==> config.mk <==
export PLATFORM = sky130hd
export DESIGN_NAME = dia_cell
export DESIGN_NICKNAME = d
export VERILOG_FILES = /design/src/rtl/dia_pkg.sv /design/src/rtl/dia_cell.sv
export SDC_FILE = /design/constraint.sdc
export NUM_CORES = 1
export LEC_CHECK = 0
export ABC_AREA = 1
export BUFFER_PORTS_ARGS = -buffer_cell sky130_fd_sc_hd__buf_2
export CORE_MARGIN = 4
export CORE_UTILIZATION = 25
export CTS_CLUSTER_DIAMETER = 200
export DETAILED_ROUTE_END_ITERATION = 7
export SYNTH_ARGS = -nofsm -noshare
export SYNTH_HDL_FRONTEND = slang
export SYNTH_SLANG_ARGS = --single-unit
==> constraint.sdc <==
create_clock -name clk_i -period 2.5 [get_ports clk_i]
set_clock_uncertainty 0.15 [all_clocks]
set_input_delay 0.25 -clock clk_i [delete_from_list [all_inputs] [get_ports clk_i]]
set_output_delay 0.25 -clock clk_i [all_outputs]
set_load 0.05 [all_outputs]
==> src/rtl/dia_pkg.sv <==
`timescale 1ns / 1ps

package dia_pkg;

  // Slot index width, fixed by the request and response fields
  localparam int unsigned IDX_W = 20;
  localparam int unsigned CFG_IDX_W = 2;

  localparam logic [IDX_W-1:0] IDX_ALL_ONES = {IDX_W{1'b1}};
  localparam logic [IDX_W-1:0] HEAP_CAPACITY_RST = IDX_W'(1024);
  localparam logic [IDX_W-1:0] RESERVED_COUNT_RST = IDX_W'(1);

  typedef enum logic [CFG_IDX_W-1:0] {
    CFG_HEAP_CAPACITY  = 2'd0,
    CFG_RESERVED_COUNT = 2'd1
  } cfg_reg_e;

  typedef enum logic {
    REQ_ALLOC = 1'b0,
    REQ_FREE  = 1'b1
  } req_type_e;

  typedef enum logic [1:0] {
    ST_OK           = 2'd0,
    ST_EXHAUSTED    = 2'd1,
    ST_FREE_IGNORED = 2'd2,
    ST_LIST_FULL    = 2'd3
  } status_e;

  typedef struct packed {
    logic             req_type;
    logic [IDX_W-1:0] count;
    logic [IDX_W-1:0] base_index;
  } dia_req_t;

  typedef struct packed {
    logic [IDX_W-1:0] alloc_base;
    logic [1:0]       status;
  } dia_rsp_t;

  // One free block held by a cell
  typedef struct packed {
    logic [IDX_W-1:0] base;
    logic [IDX_W-1:0] size;
  } entry_t;

  // Signals rippling along the row of cells
  typedef struct packed {
    logic found;  // a fitting cell lies at or before this point
    logic shift;  // an exact fit was removed at or before this point
  } chain_t;

  // Common control broadcast to every cell
  typedef struct packed {
    logic             cmp_en;
    logic             upd_alloc;
    logic             upd_free;
    logic [IDX_W-1:0] count;
    logic [IDX_W-1:0] free_base;
  } cell_ctrl_t;

endpackage

==> src/rtl/dia_cell.sv <==
`timescale 1ns / 1ps

module dia_cell
  import dia_pkg::*;
(
  input  logic       clk_i,
  input  cell_ctrl_t ctrl_i,
  input  logic       listed_i,
  input  logic       append_i,
  input  entry_t     entry_next_i,
  input  chain_t     chain_i,
  output chain_t     chain_o,
  output entry_t     entry_o,
  output logic       first_o,
  output logic       exact_o
);

  entry_t entry_q, entry_d;
  logic   fit_q, fit_d;
  logic   first;
  logic   exact;

  // First-fit pick: ripple the found flag, the first fitting cell wins
  assign exact   = (entry_q.size == ctrl_i.count);
  assign first   = fit_q & ~chain_i.found;
  assign chain_o.found = chain_i.found | fit_q;
  assign chain_o.shift = chain_i.shift | (first & exact);

  assign entry_o = entry_q;
  assign first_o = first;
  assign exact_o = exact;

  // Compare against the request, registered for the update cycle
  always_comb begin
    fit_d = fit_q;
    if (ctrl_i.cmp_en) begin
      fit_d = listed_i & (entry_q.size >= ctrl_i.count);
    end
  end

  // Entry update: close up behind a removed block, trim a larger one, or append
  always_comb begin
    entry_d = entry_q;
    if (ctrl_i.upd_alloc) begin
      if (chain_o.shift) begin
        entry_d = entry_next_i;
      end else if (first) begin
        entry_d.base = entry_q.base + ctrl_i.count;
        entry_d.size = entry_q.size - ctrl_i.count;
      end
    end
    if (ctrl_i.upd_free && append_i) begin
      entry_d.base = ctrl_i.free_base;
      entry_d.size = ctrl_i.count;
    end
  end

  always_ff @(posedge clk_i) begin
    entry_q <= entry_d;
    fit_q   <= fit_d;
  end

endmodule

==> impl_metrics.csv, run 1 <==
group,metric,value,unit
placement,post_dp_cell_area,5780,µm²
die,die-height,146,µm
logic_synthesis,synth_top_cell_by_area,"sky130_fd_sc_hd__edfxtp_1",
final_layout,n_fill_cell,2035,
clock_network,clock_tree.htree_level_count,2,
die,count_of_pins_on_the_block_boundary,132,
clock_network,clock_latency_on_the_worst_skew_pair,290,ps
route,vias,5185,
final_layout,final_design_area_no_fill,6020,µm²
critical_path,startpoint_type,"flip-flop",
logic_synthesis,syn-cell-area,4740,µm²
clock_network,clock_tree.root_cell,"sky130_fd_sc_hd__clkbuf_16",
global_route,grt_pass1_wl,26200,µm
die,die_area,21200,µm²
run,max-cap-violations,0,
die,core_region_area,18700,µm²
sta,max_freq,0.415,GHz
sta,period_share,0.964,
critical_path,timing.critical_path.fanout_max,5,
clock_network,cts_tree,"yes",
pwr,power_density,647,nW/µm²
die,starting_density_of_the_core,0.254,
pwr,power.combinational.fraction,0.572,
sta,drv_slew,0,
global_route,grt_max_degree,41,
pwr,power.share.switching,0.477,
logic_synthesis,synth_edf_count,41,
logic_synthesis,syn_avg_cell_area,6.24,µm²
clock_network,cts.reportedPaths.clkPinSlew,70,ps
global_route,antenna_found_initial,0,
placement,placement.io_buffers,131,
route,routed_wirelength,16500,µm
sta,finalHoldViolations,0,
global_route,grt_overflow,0,
critical_path,critical_path_required,2100,ps
die,die_width,146,µm
critical_path,critPathCaptureType,"output pin",
clock_network,tritoncts_num_sinks,41,
sta,setup_viol,0,
run_status,run_status,"complete, no violations",
pwr,seqPwrFrac,0.257,
logic_synthesis,synth_top_area_frac,0.259,
pwr,portion_of_total_power_attributed_to_the_clock_network,0.171,
clock_network,cts-root-to-sink-buffers,2,
global_route,globalRouteTotalUtil,0.152,
final_layout,synthToLayoutAreaGrowth,26.9,%
final_layout,final-instance-count-excl-fill,1137,
route,route.detailed.vias_per_inst,4.56,
route,antenna_left,0,
critical_path,cp.arrival,2010,ps
logic_synthesis,yosys-top-cells-area,"sky130_fd_sc_hd__edfxtp_1 (26%), sky130_fd_sc_hd__nand2_1 (22%), sky130_fd_sc_hd__ha_1 (10%), sky130_fd_sc_hd__inv_1 (9.8%), sky130_fd_sc_hd__nand3_1 (7.0%)",
logic_synthesis,synth.yosys.seq_area_share,0.259,
logic_synthesis,synthesized_netlist_net_count,889,
logic_synthesis,netlist_instances,760,
final_layout,finish.net_count,1031,
logic_synthesis,yosys_warnings,0,
final_layout,antenna-diode-count,0,
placement,globalplace.congestion,0.899,
die,rows,50,
sta,timing.slew.headroom,0.619,
route,number_of_optimization_iterations_in_the_first_detailed_route_pass,6,
logic_synthesis,synthMostInstantiatedCell,"sky130_fd_sc_hd__nand2_1",
critical_path,critPathKind,"reg2out",
sta,final_period_minus_worst_setup_slack,2410,ps
route,routed_wire_length_per_instance,14.5,µm
logic_synthesis,ys_top_cells_by_count,"sky130_fd_sc_hd__nand2_1 (284), sky130_fd_sc_hd__inv_1 (124), sky130_fd_sc_hd__nand3_1 (66)",
logic_synthesis,synth.lib_cells_used.distinct,33,
pwr,power.static_leakage,3.28,nW
worst_hold_path,hold_path.class,"in2reg",
logic_synthesis,synth_seq_cells,41,
route,remaining_drc_errors,0,
pwr,vdd_drop_max,267,µV
route,dr.first_iter.drc_count,438,
final_layout,post_route_cells_drive_above_1_share,0.206,
clock_network,numCtsBuffers,5,
logic_synthesis,synth_ff_type,"sky130_fd_sc_hd__edfxtp_1",
pwr,p_sw,1.86,mW
placement,placed_cells_incl_taps,1127,
sta,worst_pin_slew,571,ps
placement,place_hpwl,13600,µm
pwr,internal_power,2.04,mW
global_route,first_global_vias,5167,
logic_synthesis,asyncSetResetFlopFracSynth,0,
layout by cell type (no fill, tap or decap):
master                       synthesis  final
sky130_fd_sc_hd__fa_2                0      1
sky130_fd_sc_hd__nor3_4              0      1
sky130_fd_sc_hd__o21bai_1            3      3
sky130_fd_sc_hd__edfxtp_1           41     41
sky130_fd_sc_hd__nand2_1           284    282
sky130_fd_sc_hd__xor2_1              2      2
sky130_fd_sc_hd__fa_1                2      1
sky130_fd_sc_hd__inv_1             124    124
sky130_fd_sc_hd__nand3_1            66     65
sky130_fd_sc_hd__ha_1               39     33
sky130_fd_sc_hd__clkbuf_16           0      5
sky130_fd_sc_hd__a21oi_4             0      1
sky130_fd_sc_hd__and2_1              4      4
sky130_fd_sc_hd__o211ai_2            4      4
sky130_fd_sc_hd__or2_2               1      1
sky130_fd_sc_hd__a21oi_1            32     32
sky130_fd_sc_hd__o21ai_2             4      4
sky130_fd_sc_hd__buf_12              0      4
sky130_fd_sc_hd__a31oi_1             1      1
sky130_fd_sc_hd__inv_2               2      2
sky130_fd_sc_hd__buf_4               1     16
sky130_fd_sc_hd__xnor2_1            11     11
sky130_fd_sc_hd__nor2_2              1      1
sky130_fd_sc_hd__o21ai_1            22     22
sky130_fd_sc_hd__ha_4                0      4
sky130_fd_sc_hd__nand3_2             1      2
sky130_fd_sc_hd__clkinv_2            0      2
sky130_fd_sc_hd__a21o_1              1      1
sky130_fd_sc_hd__buf_6               5      1
sky130_fd_sc_hd__a21boi_0            1      1
sky130_fd_sc_hd__nand2_2             2      4
sky130_fd_sc_hd__nor3_1              7      7
sky130_fd_sc_hd__nand4_1             5      5
sky130_fd_sc_hd__buf_2               2    130
sky130_fd_sc_hd__nor2_1             53     53
sky130_fd_sc_hd__ha_2                0      2
sky130_fd_sc_hd__o21ai_0            21     21
sky130_fd_sc_hd__or2_0               8      8
sky130_fd_sc_hd__clkinvlp_4          0      1
sequential cells by signal (all words and copies together), names as in the netlist:
name and flops:
fit_q 1, entry_o 40
critical path, stage by stage, from the launching register on:
cell                       delay [ps]
sky130_fd_sc_hd__edfxtp_1         400
sky130_fd_sc_hd__ha_1             360
sky130_fd_sc_hd__nand2_1          100
sky130_fd_sc_hd__inv_2             70
sky130_fd_sc_hd__nand2_2           60
sky130_fd_sc_hd__nor2_2           150
sky130_fd_sc_hd__nand3_2           80
sky130_fd_sc_hd__buf_4            170
sky130_fd_sc_hd__a21oi_4          150
sky130_fd_sc_hd__buf_6            180
metrics by stage:
step	util	hold WS (ps)	TNS (ps)	setup slack [ps]	power, mW
final	0.322	9.09	0	90.6	3.90
after global routing	0.322	0.635	-0.0258	-0.0258	4.22
after CTS	0.319	4.05	0	11.6	3.89
after detailed placement	0.309	301	0	119	3.20
after global placement	0.309	301	0	132	3.19
after floorplan	-	212	0	26.7	2.59
what timing repair did:
item,in CTS,in global routing
endpoints found under the setup margin,1,6
hold endpoints to repair,0,0
pin swaps,0,1
gates cloned,0,0
buffers inserted,0,2
hold buffers,0,0
gates resized for setup,5,8
path summary, 6_finish.rpt:
kind | to | slack, ps | from | cells after the start
min | fit_q | 9 | ctrl_i[42] | 1
max | chain_o[0] | 90 | entry_o[8] | 9
min reg2reg | entry_o[20] | 660 | entry_o[20] | 3
max reg2reg | entry_o[14] | 160 | entry_o[0] | 13
final cells by class:
cell class	instances	area [µm²]	area share
Tap cell	234	293	0.0486
Multi-Input combinational cell	577	3020	0.501
Clock inverter	3	17.5	0.00291
Clock buffer	5	125	0.0208
Sequential cell	41	1230	0.205
Timing Repair Buffer	151	862	0.143
Inverter	126	473	0.0786
logic make-up after synthesis:
kind of cell             count (synthesis)  share of synthesized area
adder cells (fa/ha/maj)                 41                      0.111
XOR/XNOR                                13                     0.0240
flip-flops                              41                      0.259
buffers and inverters                  142                      0.122
AO/OA/AOI/OAI                           90                      0.108
AND/OR/NAND/NOR                        433                      0.376
per-layer routing:
metal  wire length, µm  part of all wire  GRT usage
met5                 0                 0          0
met2              8430              0.51      0.284
met4               354             0.022     0.0423
met3               595             0.036     0.0168
met1              7070              0.43      0.184
power groups by stage:
stage | sequential (mW) | clock [mW] | combinational [mW]
6_report | 1.00 | 0.664 | 2.23
5_1_grt | 1.01 | 0.712 | 2.49
4_1_cts | 1.01 | 0.680 | 2.21
3_5_place_dp | 1.02 | 0 | 2.18
3_3_place_gp | 1.02 | 0 | 2.16
2_1_floorplan | 1.35 | 0 | 1.24
Note: power is estimated with default switching activity, not from simulation.
==> inputs of run 2 (changes only) <==
--- a/config.mk
+++ b/config.mk
@@ -9,6 +9,7 @@
 export BUFFER_PORTS_ARGS = -buffer_cell sky130_fd_sc_hd__buf_2
 export CORE_MARGIN = 4
 export CORE_UTILIZATION = 25
+export CTS_BUF_LIST = sky130_fd_sc_hd__clkbuf_8
 export CTS_CLUSTER_DIAMETER = 200
 export DETAILED_ROUTE_END_ITERATION = 7
 export SYNTH_ARGS = -nofsm -noshare
==> run 2 against run 1 <==
  * Utilization is 0.41 points higher
  * Sequential share of layout area is 0.26 points lower
  * Count of clock-buffer cells in the layout stayed put
  * Clock power is 28% lower
  * Highest routed layer unchanged
  * Global-route usage hardly changed
  * Final area is 1.3% higher
  * Largest cell class unchanged
  * Fmax is 0.59% lower
  * Sequential power hardly changed
  * Critical path depth is 2 lower
  * Critical endpoint unchanged
  * Combinational power is 3% higher
==> impl_metrics.csv, run 2 (synthesis results as in run 1) <==
group,metric,value,unit
run_status,run_status,"complete, no violations",
final_layout,post_route_cells_drive_above_1_share,0.219,
global_route,antenna_found_initial,0,
route,vias,5258,
clock_network,clock_latency_on_the_worst_skew_pair,320,ps
sta,timing.slew.headroom,0.625,
final_layout,final-seq-area,1230,µm²
sta,period_share,0.969,
critical_path,critPathCapture,"chain_o[0]",
critical_path,crit-reg2reg-capture,"entry_o[14]",
die,die_width,146,µm
route,dr.first_iter.drc_count,346,
final_layout,antenna-diode-count,0,
worst_hold_path,hold_path.class,"in2reg",
pwr,report.power.total,3.77,mW
placement,globalplace.congestion,0.899,
route,routed_wirelength,16600,µm
clock_network,cts_tree,"yes",
die,rows,50,
sta,finalHoldViolations,0,
critical_path,startpoint_type,"flip-flop",
pwr,vdd_drop_max,220,µV
pwr,seqPwrFrac,0.266,
placement,place_hpwl,13600,µm
final_layout,largest_register_ff_count,40,
sta,post-route-worst-setup-slack,76.3,ps
route,antenna_left,0,
route,remaining_drc_errors,0,
placement,placement.io_buffers,131,
sta,final_period_minus_worst_setup_slack,2420,ps
clock_network,cts.reportedPaths.clkPinSlew,100,ps
critical_path,setup.worst_path.start,"entry_o[1]",
clock_network,clock_tree.root_cell,"sky130_fd_sc_hd__clkbuf_8",
global_route,grt_max_degree,41,
final_layout,mostFrequentLayoutCells,"sky130_fd_sc_hd__nand2_1 (282), sky130_fd_sc_hd__buf_2 (130), sky130_fd_sc_hd__inv_1 (124)",
critical_path,worst_reg2reg_setup_slack,160,ps
pwr,portion_of_total_power_attributed_to_the_clock_network,0.126,
die,core_region_area,18700,µm²
global_route,grt_pass1_wl,26200,µm
sta,max_freq,0.413,GHz
pwr,internal_power,1.91,mW
critical_path,ff2ff_path_depth,13,
pwr,power.share.switching,0.493,
clock_network,cts-root-to-sink-buffers,2,
die,die-height,146,µm
route,number_of_optimization_iterations_in_the_first_detailed_route_pass,6,
clock_network,tritoncts_num_sinks,41,
final_layout,n_fill_cell,2024,
critical_path,cp.arrival,2020,ps
run,max-cap-violations,0,
sta,worst_pin_slew,562,ps
pwr,power.combinational.fraction,0.608,
worst_hold_path,holdCritStartpoint,"ctrl_i[7]",
final_layout,final-instance-count-excl-fill,1149,
final_layout,synthToLayoutAreaGrowth,28.5,%
global_route,grt_overflow,0,
global_route,globalRouteTotalUtil,0.153,
placement,placed_cells_incl_taps,1127,
clock_network,numCtsBuffers,5,
pwr,power_density,618,nW/µm²
die,die_area,21200,µm²
sta,setup_viol,0,
die,starting_density_of_the_core,0.254,
placement,pre_cts_slack,119,ps
die,count_of_pins_on_the_block_boundary,132,
final_layout,multi_input_comb_area,3060,µm²
global_route,first_global_vias,5166,
critical_path,regToRegStartpoint,"entry_o[0]",
route,route.detailed.vias_per_inst,4.58,
critical_path,timing.critical_path.fanout_max,3,
clock_network,clock_tree.htree_level_count,2,
final_layout,layout.cells.most_common,"sky130_fd_sc_hd__nand2_1",
critical_path,critPathKind,"reg2out",
final_layout,finish.net_count,1043,
sta,drv_slew,0,
sta,final.hold.worst_slack,50.1,ps
critical_path,critPathCaptureType,"output pin",
route,routed_wire_length_per_instance,14.5,µm
critical_path,critical_path_required,2100,ps
pwr,p_sw,1.86,mW
pwr,power.static_leakage,3.31,nW
==> run 2: cell types whose count changed in the layout (fill, tap and decap cells not counted), sizes merged <==
cell	delta
dlygate4sd3	+1
buf	+11
==> run 2: power groups by stage <==
stage                     clock network (mW)  registers (mW)  logic, mW
final                                  0.475            1.00       2.29
after detailed placement                   0            1.02       2.18
after global routing                   0.514            1.01       2.56
after CTS                              0.489            1.01       2.21
after floorplan                            0            1.35       1.24
after global placement                     0            1.02       2.16
==> run 2: final cells by class <==
type / instances / share of cell area
multi-input cells: 577 / 0.502
flip-flops and latches: 41 / 0.202
repair buffers: 163 / 0.157
inverters: 126 / 0.0776
well taps: 234 / 0.0480
clock buffers: 5 / 0.0113
clock inverters: 3 / 0.00287
==> run 2: worst max-delay path, cell delays in order, from the launching register on <==
cell and delay [ps]:
sky130_fd_sc_hd__edfxtp_1 430, sky130_fd_sc_hd__ha_1 340, sky130_fd_sc_hd__nand2_1 160, sky130_fd_sc_hd__nor3_2 170
sky130_fd_sc_hd__nand3_2 110, sky130_fd_sc_hd__buf_4 170, sky130_fd_sc_hd__a21oi_4 150, sky130_fd_sc_hd__buf_6 180
==> run 2: per-stage QoR <==
stage	TNS, ps	area [µm²]	util
floorplan	0	4750	-
global placement	0	5780	0.309
detailed placement	0	5780	0.309
CTS	0	5930	0.317
global route	-22.5	6100	0.326
finish	0	6100	0.326
==> run 2: worst min path at each step <==
stage	slack [ps]	cells after the start	endpoint
after floorplan	210	0	fit_q
after global placement	300	1	fit_q
after detailed placement	300	1	fit_q
after CTS	40	3	entry_o[27]
after global routing	60	3	entry_o[36]
final	50	3	entry_o[27]
==> run 2: metal layers <==
layer / GRT usage / wire length, µm / up-vias
met5: 0 / 0 / -
met2: 0.285 / 8510 / 124
met1: 0.183 / 7080 / 2391
li1: - / - / 2726
met4: 0.0451 / 369 / 0
met3: 0.0168 / 643 / 17
==> run 2: repair_timing <==
| item | CTS | global route |
|---|---|---|
| buffers inserted | 0 | 13 |
| endpoints found under the setup margin | 1 | 6 |
| pin swaps | 0 | 3 |
| endpoints found under the hold margin | 1 | 0 |
| gates cloned | 0 | 0 |
| hold buffers | 1 | 0 |
| resized for setup | 6 | 12 |
==> inputs of run 3 (changes only) <==
==> constraint.sdc (replaced) <==
create_clock -name clk_i -period 2.5 [get_ports clk_i]
set_clock_uncertainty 0.15 [all_clocks]
set_input_delay 0.25 -clock clk_i [delete_from_list [all_inputs] [get_ports clk_i]]
set_output_delay 0.25 -clock clk_i [all_outputs]
set_load 0.01 [all_outputs]
==> run 3 against run 2 <==
  * Total power decreased by 6.7%
  * Flip-flop and latch count unchanged
  * Via count decreased by 2.3%
  * Final area decreased by 0.43%
  * Count of clock-buffer cells in the layout unchanged
  * Sequential power about the same
  * Critical path depth unchanged
  * Routed wire length increased by 0.45%
  * First-iteration DRC count increased by 18%
  * Global-route usage increased by 0.21 points
  * Fmax increased by 1.5%
  * Register-to-register slack about the same
==> impl_metrics.csv, run 3 (synthesis results as in run 1) <==
group,metric,value,unit
die,die_width,146,µm
sta,worst_pin_slew,433,ps
die,die-height,146,µm
critical_path,regToRegStartpoint,"entry_o[2]",
critical_path,crit-reg2reg-capture,"entry_o[15]",
pwr,power_density,579,nW/µm²
pwr,vdd_drop_max,205,µV
global_route,grt_max_degree,40,
critical_path,sum_of_buffers_and_inverters_on_the_critical_path,2,
critical_path,startpoint_type,"flip-flop",
pwr,power.static_leakage,3.30,nW
clock_network,clock_tree.htree_level_count,2,
pwr,internal_power,1.98,mW
final_layout,postLayoutCoreUtil,0.324,
worst_hold_path,worst_hold_path.endpoint,"entry_o[39]",
placement,placement.io_buffers,131,
pwr,power.combinational.fraction,0.554,
sta,setup_viol,0,
run_status,run_status,"complete, no violations",
clock_network,clock_tree.root_cell,"sky130_fd_sc_hd__clkbuf_8",
die,core_region_area,18700,µm²
route,routed_wire_length_per_instance,14.6,µm
die,die_area,21200,µm²
critical_path,timing.critical_path.fanout_max,4,
critical_path,ff2ff_path_depth,12,
worst_hold_path,holdCritStartpoint,"ctrl_i[19]",
clock_network,tritoncts_num_sinks,41,
final_layout,layout.cells.most_common,"sky130_fd_sc_hd__nand2_1",
pwr,seqPwrFrac,0.284,
critical_path,worst_reg2reg_setup_slack,150,ps
critical_path,max_stage_delay,400,ps
run,max-cap-violations,0,
pwr,power.share.switching,0.436,
route,remaining_drc_errors,0,
global_route,grt_pass1_wl,26500,µm
die,count_of_pins_on_the_block_boundary,132,
clock_network,clock_latency_on_the_worst_skew_pair,320,ps
critical_path,slowest_stage,"sky130_fd_sc_hd__edfxtp_1",
sta,finalHoldViolations,0,
sta,timing.slew.headroom,0.709,
sta,rsz0062_at_grt,"false",
sta,max_freq,0.419,GHz
global_route,first_global_vias,5171,
global_route,antenna_found_initial,0,
clock_network,cts-root-to-sink-buffers,2,
placement,place_hpwl,13900,µm
route,route.detailed.vias_per_inst,4.49,
final_layout,synthToLayoutAreaGrowth,27.9,%
pwr,p_sw,1.53,mW
critical_path,crit_path_cell_trace,"ha_1 > nand2_1 > nor3_4 > nand3_2 > buf_4 > a21oi_4 > buf_2",
route,vias,5137,
route,routed_wirelength,16700,µm
sta,period_share,0.955,
critical_path,critPathKind,"reg2out",
pwr,portion_of_total_power_attributed_to_the_clock_network,0.162,
route,number_of_optimization_iterations_in_the_first_detailed_route_pass,5,
critical_path,cp.arrival,1990,ps
route,dr.first_iter.drc_count,410,
critical_path,critical_path_required,2100,ps
clock_network,numCtsBuffers,5,
clock_network,cts.reportedPaths.clkPinSlew,100,ps
worst_hold_path,hold_path_depth,3,
global_route,grt_overflow,0,
placement,globalplace.congestion,0.918,
die,rows,50,
sta,drv_slew,0,
global_route,globalRouteTotalUtil,0.155,
critical_path,critical-path-top-delay-family,"simple AND/OR/NAND/NOR gates",
final_layout,finish.net_count,1038,
final_layout,antenna-diode-count,0,
die,starting_density_of_the_core,0.254,
final_layout,mostFrequentLayoutCells,"sky130_fd_sc_hd__nand2_1 (282), sky130_fd_sc_hd__buf_2 (131), sky130_fd_sc_hd__inv_1 (124)",
worst_hold_path,hold_path.class,"in2reg",
sta,final_period_minus_worst_setup_slack,2390,ps
route,antenna_left,0,
clock_network,cts_tree,"yes",
critical_path,critPathCaptureType,"output pin",
final_layout,largest_register_ff_count,40,
sta,fin_tns_setup,0,ps
final_layout,post_route_cells_drive_above_1_share,0.217,
-- run 3: area by class of cell --
class	count	area, µm²
inverters	126	473
clock inverters	2	35.0
clock buffers	5	68.8
fillers	2046	12600
repair buffers	158	898
multi-input cells	577	3070
flip-flops and latches	41	1230
well taps	234	293
-- run 3: tightest hold or removal path, cell delays in order --
cell                      delay, ps
sky130_fd_sc_hd__buf_2           80
sky130_fd_sc_hd__nand2_1         40
sky130_fd_sc_hd__nand2_1         50
-- run 3: layer usage --
layer,global-route usage,up-vias,wire length (µm)
met5,0,-,0
met3,0.0181,14,737
met2,0.289,113,8660
met1,0.189,2294,7030
met4,0.0375,0,255
li1,-,2716,-
-- run 3: worst max-delay path by stage --
stage | start | to | slack, ps | depth (start not counted)
after floorplan | entry_o[5] | entry_o[26] | 300 | 10
after global placement | ctrl_i[20] | entry_o[18] | 130 | 13
after detailed placement | ctrl_i[28] | entry_o[13] | 120 | 14
after CTS | entry_o[5] | chain_o[0] | 20 | 7
after global routing | entry_o[20] | entry_o[36] | 10 | 13
final | entry_o[6] | chain_o[0] | 110 | 7
-- run 3: power by group through the flow --
stage	Sequential, mW	Clock, mW	Combinational (mW)
5_1_grt	1.01	0.609	2.22
3_5_place_dp	1.01	0	1.88
3_3_place_gp	1.01	0	1.86
6_report	1.00	0.569	1.95
2_1_floorplan	1.04	0	1.22
4_1_cts	1.00	0.583	1.90
-- run 3: metrics by stage --
step / hold slack, ps / std cells / instance area (µm²) / worst slack, ps / power [mW]
after floorplan: 212 / 760 / 4740 / 302 / 2.26
after global placement: 302 / 1131 / 5790 / 130 / 2.87
after detailed placement: 305 / 1131 / 5790 / 122 / 2.89
after CTS: 48.2 / 1139 / 5950 / 21.7 / 3.48
after global routing: 64.7 / 1143 / 6070 / 12.2 / 3.84
final: 60.1 / 1143 / 6070 / 112 / 3.52
-- run 3: repair_timing --
item,4_1_cts,5_1_grt
gates resized for setup,3,16
endpoints found under the setup margin,1,10
hold endpoints to repair,1,0
hold buffers,1,0
pin swaps,0,1
setup buffers,0,4
